[src/rtl/core/palt_ram.sv]
// ----------------------------------------------------------------------------
// palt_ram
// Generic simple dual-port RAM with one write port and a registered read.
// ----------------------------------------------------------------------------
module palt_ram #(
  parameter int unsigned WIDTH = 8,
  parameter int unsigned DEPTH = 16
) (
  input  logic                     clk_i,
  input  logic                     we_i,
  input  logic [$clog2(DEPTH)-1:0] waddr_i,
  input  logic [WIDTH-1:0]         wdata_i,
  input  logic                     re_i,
  input  logic [$clog2(DEPTH)-1:0] raddr_i,
  output logic [WIDTH-1:0]         rdata_o
);

  logic [WIDTH-1:0] mem_q [DEPTH];

  always_ff @(posedge clk_i) begin
    if (we_i) begin
      mem_q[waddr_i] <= wdata_i;
    end
    if (re_i) begin
      rdata_o <= mem_q[raddr_i];
    end
  end

endmodule

[config.mk]
export PLATFORM = sky130hd
export DESIGN_NAME = palt_ram
export DESIGN_NICKNAME = d
export VERILOG_FILES = /design/src/rtl/core/palt_ram.sv
export SDC_FILE = /design/constraint.sdc
export NUM_CORES = 1
export LEC_CHECK = 0
export BUFFER_PORTS_ARGS = -buffer_cell sky130_fd_sc_hd__buf_2
export CAP_MARGIN = 20
export CORE_MARGIN = 5
export CORE_UTILIZATION = 45
export DETAILED_ROUTE_END_ITERATION = 7
export PLACE_DENSITY = 0.66
export SETUP_SLACK_MARGIN = 0.02
export SYNTH_ARGS = -nofsm -noshare
export SYNTH_HDL_FRONTEND = slang
export SYNTH_SLANG_ARGS = --single-unit
export TNS_END_PERCENT = 50
[constraint.sdc]
create_clock -name clk_i -period 2.4 [get_ports clk_i]
set_clock_uncertainty 0.15 [all_clocks]
set_input_delay 0.24 -clock clk_i [delete_from_list [all_inputs] [get_ports clk_i]]
set_output_delay 0.24 -clock clk_i [all_outputs]
set_load 0.1 [all_outputs]
# Word-level counts from Yosys, hierarchy flattened
# Memory sizes are Yosys's and may differ from the RTL's. A register that Yosys moved wholly into a read port is not among the register bits.
# Cells that the tools add are included.
dict set report totals {
  mem_bits_rw 128
  mem_count 1
  in_bits 19
  latch_bits 0
  regBits 0
  romBits 0
  elab_cells 3
  out_inout_bits 8
}
# memory words word_bits rd rd_clocked_by_memory_dff write_ports line_no
set mem_list {}
lappend mem_list {mem_q 16 8 1 1 1 18} ;# logic [WIDTH-1:0] mem_q [DEPTH];
dict set report classes {
  n_addsub 0
  muxes 2
  bitwise 0
  n_div 0
  n_eq_ne 0
  n_mul 0
  reduce_logical 0
  n_lt_le_gt_ge 0
  n_shift 0
}
# cell count
set op_table {}
lappend op_table {{1-bit 2-to-1 mux} 2}

# Longest topological paths before layout
dict set report logic_depth {
  ltp_word 2
  ltp_mapped 5
}

# Worst setup path after synthesis
# Ideal clock, no wire load.
dict set report synth_timing {
  path_type {input-to-reg}
  start {in waddr_i[2]}
  end {mem mem_q[0][0], enable pin}
  setup_time_ps 383
  path_buffers 0
  t_arrival_ps 1350
  slack_ps 517
  cell_stages 2
  cell_sequence {or3b_2 nor3_1}
}
# item line_no
set synth_lines {}
lappend synth_lines {{from (decl)} 11} ;# input logic [$clog2(DEPTH)-1:0] waddr_i,
lappend synth_lines {{to (decl)} 18}
# No word-level cell before the write port.

==> results.txt <==
First-iteration detailed-routing DRC count: 249
# DRC: 0
Vias: 2,419
Sequential area share after synthesis: 0.781
Max IR drop VDD: 0.486 mV
Ant. Diodes: 0
Wirelength, routed: 9.74 mm
Max_cap viols: 0
Tightest Pin Transition: 0.506 ns
Core ar.: 11,400 sq um
Lkg Pwr: 2.11 nW
Status: finished clean
I/O pin count: 27
CP peak stage delay: 0.54 ns
Area growth syn-to-layout: 19.2%
Antenna violations before repair: 0
CTS Buf Count: 17
Mean Syn Cell Area: 22.8 sq um
Setup_tns: 0 ns
Total global routing overflow: 0
Unrepaired setup endpoints after global routing: no
Post-synth top area share: 0.781
Synth area leader: edfxtp_1
CP Max Fanout: 23
Final instance area: 6230 sq um
Placement row count: 39
Clk root buf: clkbuf_16
Worst setup SP type: input port
Antenna-violating nets left: 0
First-pass GRT wire length: 15.2 mm
Port Buffer Count: 26
Cells after Synth: 229
Fin crit period: 1.75 ns
Filler cell count: 884
Die area: 13,900 sq um
F_max: 0.573 GHz
Post-synth net total: 248
Most frequent CP cell: buf_12
Total GRT Usage: 0.150
Die height: 118 um
Unique masters post-synth: 18
Clock transition at path regs: 0.06 ns
Headroom to the max-slew limit: 0.665
DP Area: 5650 sq um
Arrival @ worst endpoint: 1.75 ns
CP cell instances: buf_2, buf_12, buf_12, mux4_1, a22oi_1, nand2_1
Avg WL per Cell: 22.0 um
Synth area leaders: edfxtp_1 (78%), mux4_2 (7.8%), mux4_1 (7.0%)
Starting density of the core: 0.458
Placer's final routability congestion estimate: 0.699
Layout Nets: 305
Placed Instances: 410
CTS tree: yes
Clock Latency Late Sink: 0.41 ns
Register area: 4080 sq um
Yosys warns: 0
Cell Area, Synth: 5230 sq um
Hold-fix buffers at CTS: 0
CTS Sinks: 136
Vias per cell: 5.47
CTS max path bufs: 2
Critical path endpoint category: flip-flop
Power Dens Cells: 882 nW/um^2
Flops & latches, synth: 136
Clock H-tree levels: 4
Pre-Repair DR Iteration Count: 4
Multi-input logic area: 1060 sq um
Non-Filler Instances: 442
Final setup fails: 0
Kind of critical path: input port to flip-flop
DP HPWL: 6.12 mm
Post-CTS Setup Bufs: 0
Die width: 118 um
Largest net degree at the start of global routing: 33
Post-cts resize count: 0
Util after Layout: 0.546
Final Cycle Share: 0.728
Final hold violations: 0
Layout cells sized above 1: 0.328
Slowest cell on crit path: mux4_1
Number of global-route vias before repair: 2,554
Worst endpoint required time: 2.41 ns
Hold Path Class: input port to flip-flop
Slew Viols, Final: 0
-- cells by family (layout without fill, tap and decap cells) --
group,Yosys count,count (layout),synth area share
AO/OA/AOI/OAI,16,16,0.0230
buffers and inverters,10,80,0.0165
flip-flops,136,136,0.781
multiplexers,32,32,0.148
AND/OR/NAND/NOR,35,35,0.0314
-- state kept, by name, summed over array words and instances, names as in the netlist --
name     cells
mem_q      128
rdata_o      8
-- synth_stat cells (all sizes together) --
cell type        n
nand3            1
or3b             1
and2b            1
nor3             4
edfxtp         136
and2             1
clkdlybuf4s25    3
nand2b           2
a22oi           16
nand3b           2
mux4            32
nor2b            1
buf              7
nor2            13
nand2            9
-- report_power, final --
part	total (mW)	internal, mW	switching, mW
clock network	2.48	1.53	0.946
registers	2.69	2.68	0.0122
logic	0.331	0.110	0.221
-- routing by layer --
layer	track usage	up-vias	routed length [um]	part of all wire
met5	0	-	0	0
met3	0.0452	11	498	0.051
met4	0.0573	0	137	0.014
met2	0.236	62	4830	0.50
li1	-	1096	-	-
met1	0.196	1250	4270	0.44
-- cell type report --
class,instances,area share
clock buffers,18,0.0688
clock inverters,14,0.0243
multi-input cells,83,0.170
flip-flops and latches,136,0.655
well taps,143,0.0287
repair buffers,48,0.0534
-- layout by cell type, fill, tap and decap left out, drive strengths merged --
| cell type | instances |
|---|---|
| edfxtp | 136 |
| buf | 48 |
| mux4 | 32 |
| clkbuf | 18 |
| a22oi | 16 |
| nor2 | 13 |
| nand2 | 9 |
| clkinv | 6 |
| clkinvlp | 5 |
| nor3 | 4 |
| nand3b | 2 |
| nand2b | 2 |
| bufinv | 2 |
| nor2b | 1 |
| and2 | 1 |
| and2b | 1 |
| nand3 | 1 |
| or3b | 1 |
| inv | 1 |
-- final timing paths --
kind	from	endpoint	slack, ns	depth (start not counted)
worst max register to register	mem_q[9][4]	rdata_o[4]	0.68	3
worst min register to register	mem_q[15][3]	rdata_o[3]	0.59	3
worst min-delay path	re_i	rdata_o[6]	0.05	1
worst max-delay path	raddr_i[0]	rdata_o[3]	0.65	6
-- critical path, delay by kind of cell --
family | cells | cell delay, ns
AND/OR/NAND/NOR | 1 | 0.08
multiplexers | 1 | 0.54
AO/OA/AOI/OAI | 1 | 0.27
buffers and inverters | 3 | 0.58
-- per-stage QoR --
stage	worst slack [ns]	power (mW)	hold slack [ns]
2_1_floorplan	0.517	2.96	0.189
3_3_place_gp	0.196	3.07	0.480
3_5_place_dp	0.196	3.07	0.467
4_1_cts	0.631	5.54	0.0379
5_1_grt	0.591	5.68	0.0291
6_report	0.654	5.50	0.0499
Note: power is estimated with default switching activity, not from simulation.
